File: src/rtl/amc_pkg.sv
package amc_pkg;

  // Default field widths
  localparam int ID_BITS_DEF  = 20;
  localparam int POS_BITS_DEF = 32;

  // Tolerance register
  localparam int TOL_BITS = 11;
  localparam logic [TOL_BITS-1:0] TOL_RESET = TOL_BITS'(4);

  // Result queue depth, a power of two with room for two pushes behind two waiting entries
  localparam int OUT_DEPTH = 4;

  // Push control toward the result queue: first slot, and a second slot right behind it
  typedef struct packed {
    logic first;
    logic second;
  } amc_push_t;

endpackage

File: src/rtl/amc_if.sv
// Alignment record channel
interface amc_rec_if #(
  parameter int ID_BITS  = amc_pkg::ID_BITS_DEF,
  parameter int POS_BITS = amc_pkg::POS_BITS_DEF
);
  logic                valid;
  logic                ready;
  logic [ID_BITS-1:0]  target_id;
  logic [ID_BITS-1:0]  query_id;
  logic [POS_BITS-1:0] target_start;
  logic [POS_BITS-1:0] query_start;
  logic [POS_BITS-1:0] match_length;
  logic                reverse_strand;
  logic                last_record;

  modport source (output valid, target_id, query_id, target_start, query_start,
                  match_length, reverse_strand, last_record, input ready);
  modport sink (input valid, target_id, query_id, target_start, query_start,
                match_length, reverse_strand, last_record, output ready);
endinterface

// Merged record channel
interface amc_res_if #(
  parameter int ID_BITS  = amc_pkg::ID_BITS_DEF,
  parameter int POS_BITS = amc_pkg::POS_BITS_DEF
);
  logic                valid;
  logic                ready;
  logic [ID_BITS-1:0]  out_target_id;
  logic [ID_BITS-1:0]  out_query_id;
  logic [POS_BITS-1:0] out_target_start;
  logic [POS_BITS-1:0] out_query_start;
  logic [POS_BITS-1:0] out_length;
  logic                out_reverse;
  logic                stream_end;

  modport source (output valid, out_target_id, out_query_id, out_target_start,
                  out_query_start, out_length, out_reverse, stream_end, input ready);
  modport sink (input valid, out_target_id, out_query_id, out_target_start,
                out_query_start, out_length, out_reverse, stream_end, output ready);
endinterface

// Tolerance register write channel
interface amc_cfg_if;
  logic                          valid;
  logic                          ready;
  logic [amc_pkg::TOL_BITS-1:0]  data;

  modport source (output valid, data, input ready);
  modport sink (input valid, data, output ready);
endinterface

File: src/rtl/adjacent_match_collapse.sv
// Channel   Role    Carries
// cfg       sink    overlap_tolerance write data
// records   sink    raw alignment records, last_record closes a stream
// merged    source  merged records, stream_end on the flushed final one
//
// One record is accepted per cycle while the queue has room: it lands in an input register,
// is compared there with the previous record and the pending merged record, and pushes up
// to two results into a four-entry result queue. A record holds in the input register while
// the queue has fewer than two free entries, so a stalled merged channel backs up into
// records.ready after a few transactions. Synchronous reset clears the pending record, the
// queue and the input register, and loads the tolerance with 4.
module adjacent_match_collapse #(
  parameter int ID_BITS  = amc_pkg::ID_BITS_DEF,
  parameter int POS_BITS = amc_pkg::POS_BITS_DEF
) (
  input logic         clk,
  input logic         rst,
  amc_cfg_if.sink     cfg,
  amc_rec_if.sink     records,
  amc_res_if.source   merged
);

  localparam int RES_W = 2 * ID_BITS + 3 * POS_BITS + 2;

  // Tolerance register
  logic [amc_pkg::TOL_BITS-1:0] tolerance;

  // Input register
  logic                s_valid;
  logic [ID_BITS-1:0]  s_tid;
  logic [ID_BITS-1:0]  s_qid;
  logic [POS_BITS-1:0] s_ts;
  logic [POS_BITS-1:0] s_qs;
  logic [POS_BITS-1:0] s_len;
  logic                s_rev;
  logic                s_last;

  // Previous raw record
  logic [ID_BITS-1:0]  prev_tid;
  logic                prev_rev;
  logic [POS_BITS-1:0] prev_ts;
  logic [POS_BITS-1:0] prev_qs;

  // Pending merged record
  logic                pending_valid;
  logic [ID_BITS-1:0]  pend_tid;
  logic [ID_BITS-1:0]  pend_qid;
  logic [POS_BITS-1:0] pend_ts;
  logic [POS_BITS-1:0] pend_qs;
  logic [POS_BITS-1:0] pend_len;
  logic                pend_rev;

  logic [ID_BITS-1:0]  pend_tid_next;
  logic [ID_BITS-1:0]  pend_qid_next;
  logic [POS_BITS-1:0] pend_ts_next;
  logic [POS_BITS-1:0] pend_qs_next;
  logic [POS_BITS-1:0] pend_len_next;
  logic                pend_rev_next;

  logic                room;
  logic                adv;
  logic                chain;
  logic                grow_low;
  logic [POS_BITS:0]   span_low;
  logic [POS_BITS:0]   span_high;
  logic [POS_BITS:0]   span;
  logic [POS_BITS-1:0] span_sat;
  amc_pkg::amc_push_t  push;
  logic [RES_W-1:0]    push_data_a;
  logic [RES_W-1:0]    push_data_b;
  logic [RES_W-1:0]    old_res;
  logic                q_valid;
  logic [RES_W-1:0]    q_data;

  function automatic logic near(input logic [POS_BITS-1:0] a,
                                input logic [POS_BITS-1:0] b,
                                input logic [amc_pkg::TOL_BITS-1:0] tol);
    logic [POS_BITS-1:0] diff;
    diff = (a >= b) ? (a - b) : (b - a);
    return diff < POS_BITS'(tol);
  endfunction

  // Accept configuration writes at any time
  assign cfg.ready = 1'b1;

  always_ff @(posedge clk) begin
    if (rst) begin
      tolerance <= amc_pkg::TOL_RESET;
    end else if (cfg.valid) begin
      tolerance <= cfg.data;
    end
  end

  // Advance the input register when the queue can take two results
  assign adv           = s_valid && room;
  assign records.ready = !s_valid || adv;

  always_ff @(posedge clk) begin
    if (rst) begin
      s_valid <= 1'b0;
    end else if (records.ready) begin
      s_valid <= records.valid;
    end
  end

  always_ff @(posedge clk) begin
    if (records.valid && records.ready) begin
      s_tid  <= records.target_id;
      s_qid  <= records.query_id;
      s_ts   <= records.target_start;
      s_qs   <= records.query_start;
      s_len  <= records.match_length;
      s_rev  <= records.reverse_strand;
      s_last <= records.last_record;
    end
  end

  // Decide whether the record chains and work out the widened span
  always_comb begin
    chain = pending_valid && (s_tid == prev_tid) && (s_rev == prev_rev) &&
            near(s_ts, prev_ts, tolerance) && near(s_qs, prev_qs, tolerance);
    grow_low  = s_qs < pend_qs;
    span_low  = {1'b0, pend_qs} + {1'b0, pend_len} - {1'b0, s_qs};
    span_high = {1'b0, s_qs} + {1'b0, s_len} - {1'b0, pend_qs};
    span      = grow_low ? span_low : span_high;
    span_sat  = span[POS_BITS] ? '1 : span[POS_BITS-1:0];
  end

  // Widen the pending record or open a new one
  always_comb begin
    if (chain) begin
      pend_tid_next = pend_tid;
      pend_qid_next = pend_qid;
      pend_ts_next  = pend_ts;
      pend_qs_next  = grow_low ? s_qs : pend_qs;
      pend_len_next = span_sat;
      pend_rev_next = pend_rev;
    end else begin
      pend_tid_next = s_tid;
      pend_qid_next = s_qid;
      pend_ts_next  = s_ts;
      pend_qs_next  = s_qs;
      pend_len_next = s_len;
      pend_rev_next = s_rev;
    end
  end

  // Emit the old pending record on a break, and the updated one on the last record
  always_comb begin
    old_res = {pend_tid, pend_qid, pend_ts, pend_qs, pend_len, pend_rev, 1'b0};
    push_data_b = {pend_tid_next, pend_qid_next, pend_ts_next, pend_qs_next,
                   pend_len_next, pend_rev_next, 1'b1};
    if (adv && !chain && pending_valid) begin
      push.first  = 1'b1;
      push.second = s_last;
      push_data_a = old_res;
    end else begin
      push.first  = adv && s_last;
      push.second = 1'b0;
      push_data_a = push_data_b;
    end
  end

  always_ff @(posedge clk) begin
    if (rst) begin
      pending_valid <= 1'b0;
    end else if (adv) begin
      pending_valid <= !s_last;
    end
  end

  always_ff @(posedge clk) begin
    if (adv) begin
      prev_tid <= s_tid;
      prev_rev <= s_rev;
      prev_ts  <= s_ts;
      prev_qs  <= s_qs;
      pend_tid <= pend_tid_next;
      pend_qid <= pend_qid_next;
      pend_ts  <= pend_ts_next;
      pend_qs  <= pend_qs_next;
      pend_len <= pend_len_next;
      pend_rev <= pend_rev_next;
    end
  end

  amc_out_fifo #(
    .WIDTH (RES_W),
    .DEPTH (amc_pkg::OUT_DEPTH)
  ) u_out_fifo (
    .clk         (clk),
    .rst         (rst),
    .push        (push),
    .push_data_a (push_data_a),
    .push_data_b (push_data_b),
    .room        (room),
    .out_valid   (q_valid),
    .out_data    (q_data),
    .pop         (merged.ready)
  );

  // Unpack the queue head onto the merged channel
  assign merged.valid = q_valid;
  assign {merged.out_target_id, merged.out_query_id, merged.out_target_start,
          merged.out_query_start, merged.out_length, merged.out_reverse,
          merged.stream_end} = q_data;

endmodule

File: src/rtl/amc_out_fifo.sv
module amc_out_fifo #(
  parameter int WIDTH = 8,
  parameter int DEPTH = amc_pkg::OUT_DEPTH
) (
  input  logic               clk,
  input  logic               rst,
  input  amc_pkg::amc_push_t push,
  input  logic [WIDTH-1:0]   push_data_a,
  input  logic [WIDTH-1:0]   push_data_b,
  output logic               room,
  output logic               out_valid,
  output logic [WIDTH-1:0]   out_data,
  input  logic               pop
);

  localparam int PW = $clog2(DEPTH);
  localparam int CW = $clog2(DEPTH + 1);

  logic [WIDTH-1:0] mem [DEPTH];
  logic [PW-1:0]    wptr;
  logic [PW-1:0]    rptr;
  logic [CW-1:0]    count;
  logic [CW-1:0]    count_next;
  logic             do_pop;

  assign do_pop    = pop && (count != '0);
  assign out_valid = (count != '0);
  assign out_data  = mem[rptr];
  // Two free entries are needed, since one transaction may leave two results
  assign room      = (count <= CW'(DEPTH - 2));

  always_comb begin
    count_next = count + CW'(push.first) + CW'(push.second) - CW'(do_pop);
  end

  // Store pushed entries in order
  always_ff @(posedge clk) begin
    if (push.first) begin
      mem[wptr] <= push_data_a;
    end
    if (push.second) begin
      mem[PW'(wptr + 1'b1)] <= push_data_b;
    end
  end

  // Advance pointers and count
  always_ff @(posedge clk) begin
    if (rst) begin
      wptr  <= '0;
      rptr  <= '0;
      count <= '0;
    end else begin
      wptr  <= wptr + PW'(push.first) + PW'(push.second);
      rptr  <= rptr + PW'(do_pop);
      count <= count_next;
    end
  end

endmodule

File: src/flat_wrapper.sv
// flat-port wrapper written by rule: the top's interface ports become plain ports
module adjacent_match_collapse_flat 
#(
  parameter int ID_BITS  = amc_pkg::ID_BITS_DEF,
  parameter int POS_BITS = amc_pkg::POS_BITS_DEF
)
  (clk, rst, cfg_valid, cfg_data, cfg_ready, records_valid, records_target_id, records_query_id, records_target_start, records_query_start, records_match_length, records_reverse_strand, records_last_record, records_ready, merged_valid, merged_out_target_id, merged_out_query_id, merged_out_target_start, merged_out_query_start, merged_out_length, merged_out_reverse, merged_stream_end, merged_ready);
  amc_cfg_if cfg_i ();
  amc_rec_if #(.ID_BITS(ID_BITS), .POS_BITS(POS_BITS)) records_i ();
  amc_res_if #(.ID_BITS(ID_BITS), .POS_BITS(POS_BITS)) merged_i ();
  input logic clk;
  input logic rst;
  input wire logic [$bits(cfg_i.valid)-1:0] cfg_valid;
  input wire logic [$bits(cfg_i.data)-1:0] cfg_data;
  output wire logic [$bits(cfg_i.ready)-1:0] cfg_ready;
  input wire logic [$bits(records_i.valid)-1:0] records_valid;
  input wire logic [$bits(records_i.target_id)-1:0] records_target_id;
  input wire logic [$bits(records_i.query_id)-1:0] records_query_id;
  input wire logic [$bits(records_i.target_start)-1:0] records_target_start;
  input wire logic [$bits(records_i.query_start)-1:0] records_query_start;
  input wire logic [$bits(records_i.match_length)-1:0] records_match_length;
  input wire logic [$bits(records_i.reverse_strand)-1:0] records_reverse_strand;
  input wire logic [$bits(records_i.last_record)-1:0] records_last_record;
  output wire logic [$bits(records_i.ready)-1:0] records_ready;
  output wire logic [$bits(merged_i.valid)-1:0] merged_valid;
  output wire logic [$bits(merged_i.out_target_id)-1:0] merged_out_target_id;
  output wire logic [$bits(merged_i.out_query_id)-1:0] merged_out_query_id;
  output wire logic [$bits(merged_i.out_target_start)-1:0] merged_out_target_start;
  output wire logic [$bits(merged_i.out_query_start)-1:0] merged_out_query_start;
  output wire logic [$bits(merged_i.out_length)-1:0] merged_out_length;
  output wire logic [$bits(merged_i.out_reverse)-1:0] merged_out_reverse;
  output wire logic [$bits(merged_i.stream_end)-1:0] merged_stream_end;
  input wire logic [$bits(merged_i.ready)-1:0] merged_ready;
  assign cfg_i.valid = cfg_valid;
  assign cfg_i.data = cfg_data;
  assign cfg_ready = cfg_i.ready;
  assign records_i.valid = records_valid;
  assign records_i.target_id = records_target_id;
  assign records_i.query_id = records_query_id;
  assign records_i.target_start = records_target_start;
  assign records_i.query_start = records_query_start;
  assign records_i.match_length = records_match_length;
  assign records_i.reverse_strand = records_reverse_strand;
  assign records_i.last_record = records_last_record;
  assign records_ready = records_i.ready;
  assign merged_valid = merged_i.valid;
  assign merged_out_target_id = merged_i.out_target_id;
  assign merged_out_query_id = merged_i.out_query_id;
  assign merged_out_target_start = merged_i.out_target_start;
  assign merged_out_query_start = merged_i.out_query_start;
  assign merged_out_length = merged_i.out_length;
  assign merged_out_reverse = merged_i.out_reverse;
  assign merged_stream_end = merged_i.stream_end;
  assign merged_i.ready = merged_ready;
  adjacent_match_collapse #(.ID_BITS(ID_BITS), .POS_BITS(POS_BITS)) u_core (.clk(clk), .rst(rst), .cfg(cfg_i), .records(records_i), .merged(merged_i));
endmodule
File: config.mk
export PLATFORM = sky130hd
export DESIGN_NAME = adjacent_match_collapse_flat
export DESIGN_NICKNAME = d
export VERILOG_FILES = /design/src/rtl/amc_pkg.sv /design/src/rtl/amc_if.sv /design/src/rtl/adjacent_match_collapse.sv /design/src/rtl/amc_out_fifo.sv /design/src/flat_wrapper.sv
export SDC_FILE = /design/constraint.sdc
export NUM_CORES = 2
export LEC_CHECK = 0
export BUFFER_PORTS_ARGS = -buffer_cell sky130_fd_sc_hd__clkbuf_2
export CORE_MARGIN = 2
export CORE_UTILIZATION = 60
export DETAILED_ROUTE_END_ITERATION = 8
export PLACE_DENSITY = 0.81
export SLEW_MARGIN = 10
export SYNTH_ARGS = -nofsm -noshare
export SYNTH_HDL_FRONTEND = slang
export SYNTH_SLANG_ARGS = --single-unit
File: constraint.sdc
create_clock -name clk -period 28.6 [get_ports clk]
set_input_delay 2.86 -clock clk [delete_from_list [all_inputs] [get_ports clk]]
set_output_delay 2.86 -clock clk [all_outputs]
set_load 0.1 [all_outputs]
==> run summary <==
post-layout instance area: 0.05909 mm2
Fmax: 106.8 MHz
WP depth: 29
worst r2r src: u_core.s_qs[0]
Post-Synthesis Cells: 4614
worst hold start: u_core.u_out_fifo.mem[2][0]
initial core utilization: 60.49%
Final Hold Viols: 0
clk slew on worst S/H paths: 0.06 ns
drt total wl: 156.9 mm
First-pass DRT Iterations: 6
Clk pwr share: 23.8%
Post-synth EDFFs: 908
Slowest-stage cell, CP: nor2_4
DPL Wire Length: 105.1 mm
CTS Sinks: 932
CP max FO: 79
# setup viols final: 0
CP Capture Point: u_core.u_out_fifo.mem[0][34]
post-CTS resize count: 0
vias in the first global route: 38880
syn_nets: 5085
Final nets: 5288
Sw Ratio: 42.88%
CTS Buf Count: 96
Rel. slew slack: 25.64%
Setup TNS Final: 0 ns
largest net degree at the start of global routing: 148
crit path kind: reg -> reg
Fillers: 6349
clock buffer depth: 3
Final Wtd Congestion: 0.9958
Netlist cell types: 98
CP Data Required Time: 29.14 ns
Clock Root Buffer: clkbuf_16
Die ar.: 0.09136 mm2
part of the power in registers: 34.0%
worst skew pair latency: 0.70 ns
Routed Antenna Nets: 0
Largest delay share family, worst path: simple AND/OR/NAND/NOR gates
CTS tree: built
Gate power share: 42.2%
status: completed
# port buffers: 293
placed instance area: 0.05590 mm2
Syn Area/Cell: 11.57 um2
most common cell after layout, fill and taps aside: edfxtp_1
hold buffer count at cts: 0
mapped cell area: 0.05337 mm2
Area growth, synth to finish: 10.71%
residual DRC count: 0
Max VDD drop: 0.1112 mV
Crit path top cell by count: buf_4
DR vias: 39680
commonest non-fill, non-tap cells in the layout: edfxtp_1, nand2_1, inv_1
wire per inst: 25.88 um
Core Box Area: 0.08824 mm2
H-tree levels: 3
Worst Tran Pin Value: 1.115 ns
io pins: 295
share of cells above drive strength 1: 14.36%
chip width: 302.3 um
CP endpoint kind: register
Hold Crit Class: reg -> reg
flops & latches, synth: 932
Primary FF master, synth: edfxtp_1
fin crit period: 9.368 ns
LEAKAGE: 0.02199 uW
Vias/cell: 6.542
CP startpoint: u_core.s_qs[0]
total congestion overflow: 0
worst reg-to-reg path cell count: 29
All-Layer GR Usage: 34.06%
Max Slew Vio Count: 0
DIE HEIGHT: 302.3 um
Setup Skew: 0.03581 ns
Final Cycle Share: 32.75%
register area share after synthesis: 51.99%
reg2reg end: u_core.u_out_fifo.mem[0][34]
RSZ-0062 raised after global routing: no
Cell Int Power: 3056 uW
Worst path max stage delay: 0.90 ns
NetSw: 2294 uW
first-pass GRT wire length: 234.5 mm
async set-reset flop share out of synthesis: 0%
Crit path buffers/inverters: 5
R2R Setup Slk: 19.23 ns
post-CTS setup repair buffer count: 0
max cap viols: 0
Iter 0 DRT Violations: 5026
startpoint types: register
Worst Path Arrival: 9.91 ns
synth warn: 0
initial antenna violation count: 5
Rows: 109
Pwr Density: 90.56 mW/mm2
## registers in the layout, summed over array words and instances, names as in the netlist, 2 cells and up
name	count
u_core.s_tid	20
u_core.pend_qid	20
u_core.pend_len	32
u_core.prev_qs	32
u_core.pend_qs	32
u_core.prev_ts	32
u_core.tolerance	11
u_core.s_ts	32
u_core.u_out_fifo.count	3
u_core.s_qid	20
u_core.pend_tid	20
u_core.u_out_fifo.wptr	2
u_core.u_out_fifo.rptr	2
u_core.prev_tid	20
u_core.pend_ts	32
u_core.s_qs	32
u_core.s_len	32
u_core.u_out_fifo.mem	552
## power by group through the flow
stage,registers [uW],clock network (uW),logic [uW]
global route,1830,1330,2410
detailed placement,1840,0,2230
CTS,1820,1280,2240
global placement,1830,0,2220
finish,1820,1270,2260
floorplan,1840,0,1730
## cell families (layout without fill, tap and decap cells)
kind of cell,Yosys count,after routing,synth area share (%)
multiplexers,261,261,8.147
XOR/XNOR,132,132,2.166
AND/OR/NAND/NOR,945,945,7.966
flip-flops,932,932,51.99
AO/OA/AOI/OAI,1302,1302,15.96
buffers and inverters,724,1006,5.340
other,1,5,0.007026
adder cells (fa/ha/maj),317,317,8.430
## routing by layer
metal,vias to the layer above,share of wire (%),global-route usage (%)
met5,-,0.0076,0
met4,2,6.2,20.12
met3,456,10,6.471
met2,2476,47,54.57
met1,19250,36,43.51
li1,17500,-,-
## cell type report
class / instances / area, um2 / area share, %
Antenna cell: 4 / 10.01 / 0.01694
Clock buffer: 113 / 2466 / 4.174
Clock inverter: 64 / 706.9 / 1.196
Inverter: 482 / 1809 / 3.062
Multi-Input combinational cell: 2958 / 23000 / 38.92
Sequential cell: 932 / 27750 / 46.97
Tap cell: 1165 / 1458 / 2.467
Timing Repair Buffer: 347 / 1884 / 3.189
## worst min-delay path by stage
stage                             endpoint  cells past startpoint
6_report       u_core.u_out_fifo.mem[2][0]                      1
5_1_grt        u_core.u_out_fifo.mem[2][0]                      1
4_1_cts        u_core.u_out_fifo.mem[2][0]                      1
3_5_place_dp   u_core.u_out_fifo.mem[2][0]                      1
3_3_place_gp   u_core.u_out_fifo.mem[2][0]                      1
2_1_floorplan  u_core.u_out_fifo.mem[2][0]                      1
## cells in the mapped netlist (8+ instances only)
master / n / area share (%)
a211oi_1: 22 / 0.31
a21boi_0: 8 / 0.11
a21o_1: 65 / 0.91
a21oi_1: 218 / 2.0
a221o_1: 27 / 0.51
a22o_1: 209 / 3.4
a22oi_1: 34 / 0.48
a31oi_1: 25 / 0.29
and2_1: 19 / 0.22
and3_1: 12 / 0.14
buf_1: 20 / 0.14
buf_2: 48 / 0.45
buf_4: 11 / 0.15
clkbuf_1: 158 / 1.1
dfxtp_1: 24 / 0.90
edfxtp_1: 908 / 51
fa_1: 71 / 2.7
ha_1: 246 / 5.8
inv_1: 480 / 3.4
mux2i_1: 116 / 2.2
mux4_2: 138 / 5.8
nand2_1: 497 / 3.5
nand2b_1: 22 / 0.26
nand3_1: 45 / 0.42
nand4_1: 36 / 0.42
nor2_1: 155 / 1.1
nor2b_1: 27 / 0.32
nor3_1: 62 / 0.58
nor4_1: 12 / 0.14
o211ai_1: 23 / 0.32
o21a_1: 36 / 0.51
o21ai_0: 478 / 4.5
o21ai_1: 20 / 0.19
o21bai_1: 18 / 0.25
o22ai_1: 10 / 0.12
o31a_1: 8 / 0.13
or2_2: 14 / 0.16
xnor2_1: 82 / 1.3
xor2_1: 50 / 0.82
## worst reg2reg max path, delay by kind of cell (launching register included)
family	cells	cell delay [ns]
AO/OA/AOI/OAI	9	2.07
adder cells (fa/ha/maj)	3	0.82
XOR/XNOR	1	0.14
flip-flops	1	0.51
AND/OR/NAND/NOR	11	4.01
buffers and inverters	5	1.71
## per-stage QoR
step | cells | hold slack (ns) | utilization, % | power (uW) | setup slack (ns)
detailed placement | 5884 | 0.4505 | 63.36 | 4073 | 19.41
global placement | 5884 | 0.4438 | 63.36 | 4049 | 19.63
floorplan | 4614 | 0.4310 | - | 3567 | 8.659
global route | 6065 | 0.4913 | 66.96 | 5569 | 18.82
CTS | 6061 | 0.4652 | 66.95 | 5340 | 19.35
finish | 6065 | 0.4626 | 66.96 | 5351 | 19.23
No activity file was read; power rests on OpenSTA's default activity.
